## src/hdl/band_ldl_factor_and_solve_defines.svh

```systemverilog
// assertion macros for the band ldl factor and solve block
// used by the top level; expects clk and rst in scope
`ifndef BAND_LDL_FACTOR_AND_SOLVE_DEFINES_SVH
`define BAND_LDL_FACTOR_AND_SOLVE_DEFINES_SVH
`ifndef SYNTHESIS
`define BLD_ASSERT_IMP(lbl, a, b) lbl: assert property (@(posedge clk) disable iff (rst) \
  (a) |-> (b)) else $error("band ldl check failed");
`define BLD_ASSERT_NXT(lbl, a, b) lbl: assert property (@(posedge clk) disable iff (rst) \
  (a) |=> (b)) else $error("band ldl check failed");
`else
`define BLD_ASSERT_IMP(lbl, a, b)
`define BLD_ASSERT_NXT(lbl, a, b)
`endif
`endif

```

## src/hdl/bld_ram.sv

```systemverilog
// generic single port ram with registered read
// no dependencies
`default_nettype none
module bld_ram #(
  parameter int WIDTH = 32,
  parameter int DEPTH = 64
) (
  input  wire logic                     clk,
  input  wire logic                     we,
  input  wire logic [$clog2(DEPTH)-1:0] addr,
  input  wire logic [WIDTH-1:0]         wdata,
  output logic      [WIDTH-1:0]         rdata
);
  logic [WIDTH-1:0] mem [DEPTH];

  always_ff @(posedge clk) begin
    if (we) begin
      mem[addr] <= wdata;
    end
    rdata <= mem[addr];
  end
endmodule
`default_nettype wire

```

## config.mk

```make
export PLATFORM = sky130hd
export DESIGN_NAME = bld_ram
export DESIGN_NICKNAME = d
export VERILOG_FILES = /design/src/hdl/band_ldl_factor_and_solve_defines.svh /design/src/hdl/bld_ram.sv
export SDC_FILE = /design/constraint.sdc
export NUM_CORES = 2
export LEC_CHECK = 0
export ABC_CLOCK_PERIOD_IN_PS = 5700
export BUFFER_PORTS_ARGS = -buffer_cell sky130_fd_sc_hd__buf_2
export CAP_MARGIN = 40
export CORE_MARGIN = 2
export CORE_UTILIZATION = 40
export DETAILED_ROUTE_END_ITERATION = 8
export SETUP_SLACK_MARGIN = 0.05
export SYNTH_ARGS = -nofsm -noshare
export SYNTH_HDL_FRONTEND = slang
export SYNTH_SLANG_ARGS = --single-unit
```

## constraint.sdc

```tcl
create_clock -name clk -period 5.7 [get_ports clk]
set_input_delay 0.57 -clock clk [delete_from_list [all_inputs] [get_ports clk]]
set_output_delay 0.57 -clock clk [all_outputs]
set_load 0.05 [all_outputs]
```

==> metrics.md <==
| Metric | Value |
|---|---|
| Status | complete, no violations |
| Area leader, netlist | edfxtp_1 |
| Vias in the first global route | 41177 |
| Area of the core | 197000 um^2 |
| Worst r2r src | mem[21][15] |
| Post-CTS Hold Buffers | 0 |
| Hold path start | wdata[0] |
| Pre-antenna DRT Iters | 6 |
| GRT overflow | 0 |
| Clock transition at path regs | ~0.06 ns |
| Initial Util | 0.401 |
| Slew Viols, Final | 0 |
| Global-route wire length before repair | 304000 um |
| Final #Nets | ~4500 |
| Multi-input gate area | 16000 um^2 |
| FF/Latch Area | just over 60000 um^2 |
| Post-CTS sizing | 0 |
| Leak | between 0.02 and 0.03 uW |
| Syn. warnings | 0 |
| CP Launch Type | input port |
| Pwr per Cell Area | 350 nW/um^2 |
| Final min period | 3.32 ns |
| Root buffer cell | clkbuf_16 |
| Hold Path Depth | 1 |
| EDFF count, synth | 2048 |
| Post-DRT Antenna Nets | 0 |
| Placer Congestion | roughly 0.84 |
| Min-delay worst type | in -> reg |
| P_sw | between 7000 and 8000 uW |
| Worst vdd ir | ~0.31 mV |
| Hold Vio Cnt, Final | 0 |
| Area Growth Syn to Fin | 14.4% |
| Die area | 201000 um^2 |
| Non-filler cells, final | 7243 |
| Clk buf depth | 3 |
| Port Buffer Count | roughly 70 |
| WP data arrival | 3.97 ns |
| Antenna violations before repair | 11 |
| Post-synth net total | 4279 |
| Layout cells sized above 1 | 0.194 |
| Detailed placer's ending HPWL | 124000 um |
| Fmax | approximately 0.3 GHz |
| Top-count cell post-synth | edfxtp_1 |
| Largest net degree at the start of global routing | 97 |
| Worst Setup End Kind | flop |
| Routed WL per cell | 29.5 um |
| Slew @ Worst Pin | 0.887 ns |
| Post-placement cell area | around 84000 um^2 |
| Max_cap viols | 0 |
| IO Pins | just over 70 |
| Via count | between 40000 and 50000 |
| Clock share of power | 0.407 |
| RSZ-0062 raised after global routing | false |
| Remaining DRCs | 0 |
| DRT Wirelength | around 210000 um |
| Mapped Area | 78900 um^2 |
| Clk sinks | 2080 |
| Combinational power share | 0.056 |
| Drt via density | a little under 6 |
| Sw Ratio | 0.224 |
| Synth Flop Type | edfxtp_1 |
| Synthesized instance count | 4239 |
| Worst Hold Endpoint | mem[25][0] |
| Reg2reg end | rdata[15] |
| Sequential share of the synthesized area | 0.787 |
| CTS tree | done |
| Async SR Flop Fraction | 0 |
| Flop2flop setup slack | roughly 2.9 ns |
| Netlist cell types | 56 |
| Die Span Y | 448 um |
| Critical Path Fanout Max | 51 |
| GRT Total Usage | 0.210 |
| Count of final setup violators | 0 |
| H-tree levels | 4 |
| FP Rows | 163 |
| WP data required | 6.34 ns |
| Commonest cells post-synth | edfxtp_1, mux2i_1, a22oi_1, a221oi_1, clkbuf_1 |
| Die span in x | 448 um |
| Synth area leaders | edfxtp_1, mux2i_1, mux4_2 |
| Initial DRC count | approximately 5600 |
| Yosys top cell area share | 0.779 |
| Final Skew | 0.0398 ns |
| Kind of critical path | in -> reg |
| Max-slew headroom | 0.394 |
| Worst-Skew Late Latency | about 0.86 ns |
| Sum Neg Setup Slack | 0 ns |
| Int Power | 24600 uW |
| R2R cell count | 5 |
| Register bit total from synthesis | 2080 |
| Flop pwr share | 0.538 |
| Crit share post-route | 0.583 |
| FILL cells | 16602 |
| Mean Syn Cell Area | about 19 um^2 |
| Design area | 90300 um^2 |
| Post-CTS setup repair buffer count | 0 |
| Dpl cells | around 6900 |
| CTS Buf Count | 205 |
-- through the flow --
step	hold WS (ns)	total power, uW	setup slack, ns	utilization
5_1_grt	0.0472	32500	2.32	0.459
3_5_place_dp	0.593	19100	1.57	0.426
3_3_place_gp	0.580	19100	1.40	0.425
6_report	0.0778	31600	2.38	0.459
2_1_floorplan	0.564	18200	1.89	-
4_1_cts	0.0279	31800	2.49	0.459
-- cells in the final DEF (no fill, tap or decap), types with 29 or more instances in the layout --
master	netlist	layout
mux2_2	147	147
dfxtp_1	32	32
clkinv_2	0	40
edfxtp_1	2048	2048
clkbuf_16	0	208
nor2_1	145	76
a21oi_1	121	121
a22o_1	66	66
nand3_1	54	53
clkbuf_1	168	46
buf_2	83	68
a221oi_1	175	175
o21ai_0	84	84
buf_12	3	29
buf_4	8	175
a31oi_1	43	43
nor2_4	0	67
o22ai_1	93	93
clkinv_1	0	54
a22oi_1	188	188
and3_1	85	85
o22a_1	70	70
mux2i_1	259	259
mux4_2	96	96
-- how the worst max path moves through the flow --
stage / to / cells after the start / start / slack, ns
floorplan: mem[15][0] / 8 / addr[2] / 1.89
global placement: rdata[22] / 9 / addr[2] / 1.40
detailed placement: rdata[20] / 8 / addr[1] / 1.57
CTS: rdata[15] / 7 / addr[0] / 2.49
global route: rdata[20] / 8 / addr[1] / 2.32
finish: rdata[20] / 9 / addr[2] / 2.38
-- worst max-delay path, stage by stage --
cell	delay, ns
buf_8	0.44
buf_4	0.54
nor2b_4	0.23
buf_4	0.29
a22o_1	0.20
a221oi_1	0.20
a211oi_1	0.20
a2111oi_0	0.84
nand3_1	0.30
-- routing by layer --
metal / share of wire / wire [um] / GRT usage
met4: 0.027 / 5670 / 0.0591
met3: 0.082 / 17500 / 0.0370
met1: 0.42 / 89400 / 0.300
met2: 0.47 / 101000 / 0.332
met5: 0.00019 / 41 / 0
-- cells by family (layout without fill, tap and decap cells) --
family	count (synthesis)	count (layout)	share of synthesized area
multiplexers	502	502	0.0812
AO/OA/AOI/OAI	933	933	0.0866
buffers and inverters	300	662	0.0168
flip-flops	2080	2080	0.787
other	0	2	0
AND/OR/NAND/NOR	424	424	0.0281
-- area by class of cell --
class,instances,share of cell area
antenna,2,0.0000554
clock inverter,122,0.0108
multi-input combinational,1859,0.178
clock buffer,256,0.0599
timing repair buffer,282,0.0267
sequential,2080,0.688
inverter,2,0.000166
tap,2640,0.0366
-- flip-flops by register name, summed over array words and instances, names as in the netlist --
signal  cells
rdata      32
mem      2048
-- power groups by stage --
stage	Combinational (uW)	Clock, uW	Sequential (uW)
final	1760	12900	17000
after global routing	1860	13700	17000
after CTS	1760	13000	17000
after detailed placement	1760	0	17300
after global placement	1730	0	17300
after floorplan	810	0	17400
(Power assumes the default switching activity.)
