<file path="config.mk">
export PLATFORM = sky130hd
export DESIGN_NAME = bld_arith
export DESIGN_NICKNAME = d
export VERILOG_FILES = /design/src/hdl/band_ldl_factor_and_solve_defines.svh /design/src/hdl/bld_pkg.sv /design/src/hdl/bld_arith.sv
export SDC_FILE = /design/constraint.sdc
export NUM_CORES = 2
export LEC_CHECK = 0
export BUFFER_PORTS_ARGS = -buffer_cell sky130_fd_sc_hd__clkbuf_2
export CORE_MARGIN = 2
export CORE_UTILIZATION = 44
export CTS_CLUSTER_SIZE = 14
export DETAILED_ROUTE_END_ITERATION = 6
export SLEW_MARGIN = 20
export SYNTH_ARGS = -nofsm -noshare
export SYNTH_HDL_FRONTEND = slang
export SYNTH_SLANG_ARGS = --single-unit
</file>
<file path="constraint.sdc">
create_clock -name clk -period 16.1 [get_ports clk]
set_clock_uncertainty 0.1 [all_clocks]
set_input_delay 4.83 -clock clk [delete_from_list [all_inputs] [get_ports clk]]
set_output_delay 4.83 -clock clk [all_outputs]
set_load 0.01 [all_outputs]
</file>
<file path="src/hdl/band_ldl_factor_and_solve_defines.svh">
// assertion macros for the band ldl factor and solve block
// used by the top level; expects clk and rst in scope
`ifndef BAND_LDL_FACTOR_AND_SOLVE_DEFINES_SVH
`define BAND_LDL_FACTOR_AND_SOLVE_DEFINES_SVH
`ifndef SYNTHESIS
`define BLD_ASSERT_IMP(lbl, a, b) lbl: assert property (@(posedge clk) disable iff (rst) \
  (a) |-> (b)) else $error("band ldl check failed");
`define BLD_ASSERT_NXT(lbl, a, b) lbl: assert property (@(posedge clk) disable iff (rst) \
  (a) |=> (b)) else $error("band ldl check failed");
`else
`define BLD_ASSERT_IMP(lbl, a, b)
`define BLD_ASSERT_NXT(lbl, a, b)
`endif
`endif

</file>
<file path="src/hdl/bld_pkg.sv">
// shared types, codes and saturating helpers for the band ldl block
// no dependencies
`default_nettype none
package bld_pkg;

  localparam logic signed [31:0] Q_MAX = 32'sh7fff_ffff;
  localparam logic signed [31:0] Q_MIN = 32'sh8000_0000;

  typedef enum logic [1:0] {
    OP_WRITE_BAND = 2'd0,
    OP_FACTOR     = 2'd1,
    OP_WRITE_VEC  = 2'd2,
    OP_SOLVE      = 2'd3
  } opcode_t;

  typedef enum logic [1:0] {
    REG_ORDER = 2'd0,
    REG_BW    = 2'd1,
    REG_SCALE = 2'd2,
    REG_FLOOR = 2'd3
  } cfg_reg_t;

  localparam logic KIND_DONE = 1'b0;
  localparam logic KIND_ELEM = 1'b1;

  typedef enum logic {
    AOP_MUL = 1'b0,
    AOP_DIV = 1'b1
  } arith_op_t;

  typedef struct packed {
    logic              start;
    arith_op_t         op;
    logic signed [31:0] a;
    logic signed [31:0] b;
  } arith_req_t;

  typedef struct packed {
    logic              done;
    logic signed [31:0] value;
  } arith_rsp_t;

  typedef enum logic [1:0] {
    AR_IDLE,
    AR_MUL,
    AR_DIV,
    AR_FIX
  } ar_state_t;

  typedef enum logic [5:0] {
    S_IDLE, S_FS_ADDR, S_FS_DATA, S_FS_TAU, S_FS_TAUW,
    S_FC_BEGIN, S_FC_DG, S_FT_ADDR, S_FT_L, S_FT_A, S_FT_DIV, S_FT_MUL,
    S_FO_ADDR, S_FO_DATA, S_FO_FIX, S_FL_ADDR, S_FL_DATA, S_FL_DIV,
    S_FU_ADDR, S_FU_CAP, S_FU_MUL, S_FE, S_F_DONE,
    S_SC_ADDR, S_SC_DATA, S_SF_BEGIN, S_SF_AUX, S_SF_ADDR, S_SF_CAP, S_SF_MUL,
    S_SF_DADDR, S_SF_DCAP, S_SF_DIV, S_SB_BEGIN, S_SB_AUX, S_SB_ADDR,
    S_SB_CAP, S_SB_MUL, S_SE_ADDR, S_SE_OUT
  } seq_state_t;

  function automatic logic signed [31:0] sat33(input logic signed [32:0] x);
    logic signed [31:0] r;
    if (x > 33'sh0_7fff_ffff) begin
      r = Q_MAX;
    end else if (x < -33'sh0_8000_0000) begin
      r = Q_MIN;
    end else begin
      r = x[31:0];
    end
    return r;
  endfunction

  function automatic logic signed [31:0] sat_sub(input logic signed [31:0] a,
                                                 input logic signed [31:0] b);
    logic signed [32:0] d;
    d = {a[31], a} - {b[31], b};
    return sat33(d);
  endfunction

  function automatic logic signed [31:0] sat_add(input logic signed [31:0] a,
                                                 input logic signed [31:0] b);
    logic signed [32:0] s;
    s = {a[31], a} + {b[31], b};
    return sat33(s);
  endfunction

  function automatic logic signed [31:0] abs_q(input logic signed [31:0] a);
    logic signed [31:0] r;
    if (a == Q_MIN) begin
      r = Q_MAX;
    end else if (a < 0) begin
      r = -a;
    end else begin
      r = a;
    end
    return r;
  endfunction

endpackage
`default_nettype wire

</file>
<file path="src/hdl/bld_arith.sv">
// shared q-format arithmetic unit: rounded multiply and
// bit-serial restoring divide; uses bld_pkg
`default_nettype none
module bld_arith import bld_pkg::*; #(
  parameter int FRAC_BITS = 16
) (
  input  wire logic       clk,
  input  wire logic       rst,
  input  wire arith_req_t req,
  output arith_rsp_t      rsp
);
  localparam int DW = 33 + FRAC_BITS;
  localparam int CW = $clog2(DW + 1);
  localparam logic [DW-1:0] Q_POS_LIM = DW'(64'h7fff_ffff);
  localparam logic [DW-1:0] Q_NEG_LIM = DW'(64'h8000_0000);
  localparam logic signed [63:0] HALF = 64'sd1 <<< (FRAC_BITS - 1);

  ar_state_t          state, state_next;
  logic signed [63:0] prod, prod_next;
  logic [DW-1:0]      dq, dq_next;
  logic [33:0]        rem, rem_next;
  logic [32:0]        dvs, dvs_next;
  logic               neg, neg_next;
  logic [CW-1:0]      cnt, cnt_next;
  logic               done_next;
  logic signed [31:0] value_next;

  logic signed [32:0] ax, bx;
  logic [32:0]        mag_a, mag_b;
  logic signed [63:0] rounded;
  logic [33:0]        rem_sh;

  always_ff @(posedge clk) begin
    if (rst) begin
      state    <= AR_IDLE;
      rsp.done <= 1'b0;
    end else begin
      state    <= state_next;
      rsp.done <= done_next;
    end
    prod      <= prod_next;
    dq        <= dq_next;
    rem       <= rem_next;
    dvs       <= dvs_next;
    neg       <= neg_next;
    cnt       <= cnt_next;
    rsp.value <= value_next;
  end

  always_comb begin
    state_next = state;
    prod_next  = prod;
    dq_next    = dq;
    rem_next   = rem;
    dvs_next   = dvs;
    neg_next   = neg;
    cnt_next   = cnt;
    done_next  = 1'b0;
    value_next = rsp.value;
    ax      = {req.a[31], req.a};
    bx      = {req.b[31], req.b};
    mag_a   = ax[32] ? 33'(-ax) : 33'(ax);
    mag_b   = bx[32] ? 33'(-bx) : 33'(bx);
    rounded = (prod + HALF) >>> FRAC_BITS;
    rem_sh  = {rem[32:0], dq[DW-1]};
    unique case (state)
      AR_IDLE: begin
        if (req.start) begin
          if (req.op == AOP_MUL) begin
            prod_next  = 64'(req.a) * 64'(req.b);
            state_next = AR_MUL;
          end else if (req.b == 32'sd0) begin
            // zero divisor gives the signed limit of the dividend, zero for a zero dividend
            done_next  = 1'b1;
            value_next = (req.a > 0) ? Q_MAX : ((req.a < 0) ? Q_MIN : 32'sd0);
          end else begin
            dq_next    = {mag_a, FRAC_BITS'(0)};
            dvs_next   = mag_b;
            rem_next   = '0;
            neg_next   = req.a[31] ^ req.b[31];
            cnt_next   = '0;
            state_next = AR_DIV;
          end
        end
      end
      AR_MUL: begin
        done_next = 1'b1;
        if (rounded > 64'sh7fff_ffff) begin
          value_next = Q_MAX;
        end else if (rounded < -64'sh8000_0000) begin
          value_next = Q_MIN;
        end else begin
          value_next = rounded[31:0];
        end
        state_next = AR_IDLE;
      end
      AR_DIV: begin
        if (rem_sh >= {1'b0, dvs}) begin
          rem_next = rem_sh - {1'b0, dvs};
          dq_next  = {dq[DW-2:0], 1'b1};
        end else begin
          rem_next = rem_sh;
          dq_next  = {dq[DW-2:0], 1'b0};
        end
        cnt_next = cnt + CW'(1);
        if (cnt == CW'(DW - 1)) begin
          state_next = AR_FIX;
        end
      end
      AR_FIX: begin
        done_next = 1'b1;
        if (neg) begin
          value_next = (dq > Q_NEG_LIM) ? Q_MIN : $signed(32'd0 - dq[31:0]);
        end else begin
          value_next = (dq > Q_POS_LIM) ? Q_MAX : $signed(dq[31:0]);
        end
        state_next = AR_IDLE;
      end
      default: state_next = AR_IDLE;
    endcase
  end
endmodule
`default_nettype wire

</file>
==> out/results.ini <==
[worst_setup_path]
reg2reg_depth=10
crit_start=req[2]
setup.worst_path.end_class=register
arrival_ns=13.62
cpMostUsedCell=fa_1
critPathTopFamily=adder cells
cp_data_required_time_ns=16.27
critPathLaunchType=input port
regToRegStartpoint=prod[21]
cp_max_fo=35
crit_slowest_cell=fa_1
crit_buf_inv=6
slowest_delay_ns=0.72
timing.rr.end=rsp[3]
r2r_slack_ns=11.72
critPathKind=in -> reg

[placement]
globalplace.congestion=0.930
dp_hpwl_um=113000
placed_cells=6670
port_buffers=100

[logic_synthesis]
syn-instance-count=5293
synth-xor-area-share_pct=3.39
synth.most_common_cell=inv_1
syn_area_um2=49000
yosys.area_share.simple_pct=16.1
synth_seq_area_share_pct=12.6
synth_edf_count=203
ys_async_sr_fraction_pct=0
syn-num-nets=6664
synth_top_family_by_area=adder cells
synth_compound_area_share_pct=6.32
ys.flop_type=edfxtp_1
ys_ff_latch=206
synth_top_cells_by_count=inv_1 (1238), fa_1 (1082), nand2_1 (670), and2_1 (524), clkbuf_1 (270)
yosysTopAreaCell=fa_1
synthAdderAreaFrac_pct=49.8
ys_warn_count=0
synth.distinct_cells=67
synthTopCellsByArea=fa_1 (44%), edfxtp_1 (12%), inv_1 (9.5%)
synth.top_cell.area_share_pct=44.2
synth_area_per_cell_um2=9.26
synthMuxAreaShare_pct=0.0204

[global_route]
antenna_found_initial=8
grt_overflow=0
grt_pass1_vias=38695
grt_max_degree=74
grt_usage_pct=26.2
grt_first_pass_wirelength_um=227000

[detailed_routing]
wl_per_cell_um=21.4
route.detailed.drc=0
vias_per_cell=5.33
drtAntennaViolNets=0
drt_first_iter_violations=2803
num_vias=35798
firstDrtPassIters=6
wirelength_um=144000

[die]
die_area_um2=114000
num_rows=122
io_pins=101
die_w_um=338
die_h_um=338
core_area_um2=111000
initial_utilization_pct=44.3

[sta]
final-max-slew-violation-count=0
setup-violations-final=0
final.period_utilization_pct=83.5
max_freq_mhz=74.4
rsz0062_at_grt=false
maxSlewHeadroom_pct=25.5
tightestPinTransition_ns=1.12
hold_viol=0
fin_crit_ns=13.45
setup_tns_ns=0

[min_path]
hold_start=dq[36]
hold_depth=2
hold_path_class=reg -> reg
min_to=dq[37]

[clock_tree]
postCtsSetupBuffers=0
cts_made_buffers=22
cts_tree=done
clockRootBuffer=clkbuf_16
h-tree-depth=1
clkTransAtPathRegs_ns=0.07
clock_path_buffers=3
cts.sinks=206
hold_buffers=0
cts_resized=0
clkLatencyLatePin_ns=0.53

[layout]
multi_input_area_um2=37100
instances_no_fill=6713
post-route-util_pct=46.7
fin_nets=6578
fillers=10741
register_area_um2=6160
area_growth_syn_to_layout_pct=5.31
drive_gt1_share_pct=4.65

[flow_run]
drv_cap=0

[outcome]
status=finished clean

==> registers in the layout, summed over array words and instances, names as in the netlist <==
| name | count |
|---|---|
| dq | 49 |
| prod | 49 |
| dvs | 33 |
| rem | 33 |
| rsp | 33 |
| cnt | 6 |
| state | 2 |
| neg | 1 |
==> metrics by stage <==
stage                     worst slack (ns)  cell area, um^2  hold slack (ns)
final                                 2.65            51600            0.450
after floorplan                       2.77            49000            0.413
after global routing                  2.05            51600            0.486
after global placement                2.12            50900            0.431
after detailed placement              2.10            50900            0.440
after CTS                             2.63            51600            0.449
==> kinds of logic after synthesis <==
group	Yosys count
xor+xnor	190
buf+inv	1533
mux	1
compound gates	478
other cells	1
flops	206
simple gates	1581
fa+ha+maj	1303
==> area by class of cell <==
class,count,area share (%)
antenna,2,0.00969
clock buffer,31,1.13
clock inverter,9,0.155
inverter,1238,9.00
multi-input combinational,3554,71.9
sequential,206,11.9
tap,1488,3.61
timing repair buffer,185,2.24
==> cells in the final DEF (no fill, tap or decap), types with 12 or more instances in the layout <==
| cell | count |
|---|---|
| inv_1 | 1238 |
| fa_1 | 1082 |
| nand2_1 | 670 |
| and2_1 | 524 |
| ha_1 | 221 |
| edfxtp_1 | 203 |
| a21oi_1 | 129 |
| nor2_1 | 119 |
| xnor2_1 | 110 |
| clkbuf_2 | 99 |
| o21ai_0 | 94 |
| buf_4 | 84 |
| xor2_1 | 80 |
| nand3_1 | 53 |
| a21o_1 | 48 |
| o211ai_1 | 48 |
| nand4_1 | 42 |
| a31oi_1 | 33 |
| nor3_1 | 32 |
| o31ai_1 | 27 |
| clkbuf_16 | 22 |
| or3_1 | 21 |
| nand2b_1 | 20 |
| nor4_1 | 19 |
| and3_1 | 19 |
| o221ai_1 | 16 |
| o21bai_1 | 14 |
| a211oi_1 | 12 |
==> layer usage <==
layer,vias to the layer above,part of all wire [%],wire [um],global-route usage (%)
met2,1213,49,70600,45.0
li1,15713,-,-,-
met1,18563,41,58300,34.1
met4,0,4.6,6600,10.1
met5,-,0,0,0
met3,309,5.7,8260,2.80
==> how the worst max path moves through the flow <==
stage                          end  slack [ns]  depth (start not counted)
after floorplan           prod[63]        2.77                         30
after global placement    prod[63]        2.12                         28
after detailed placement  prod[63]        2.10                         28
after CTS                 prod[63]        2.63                         28
after global routing      prod[63]        2.05                         28
final                     prod[63]        2.65                         26
==> tightest hold or removal path, cell delays in order (launching register included) <==
cell	delay, ns
edfxtp_1	0.35
nand2_1	0.05
o21ai_0	0.06
Power is left out: the tool's default activity adds up to more than one toggle a clock period on the data nets, which glitch-free logic cannot reach.
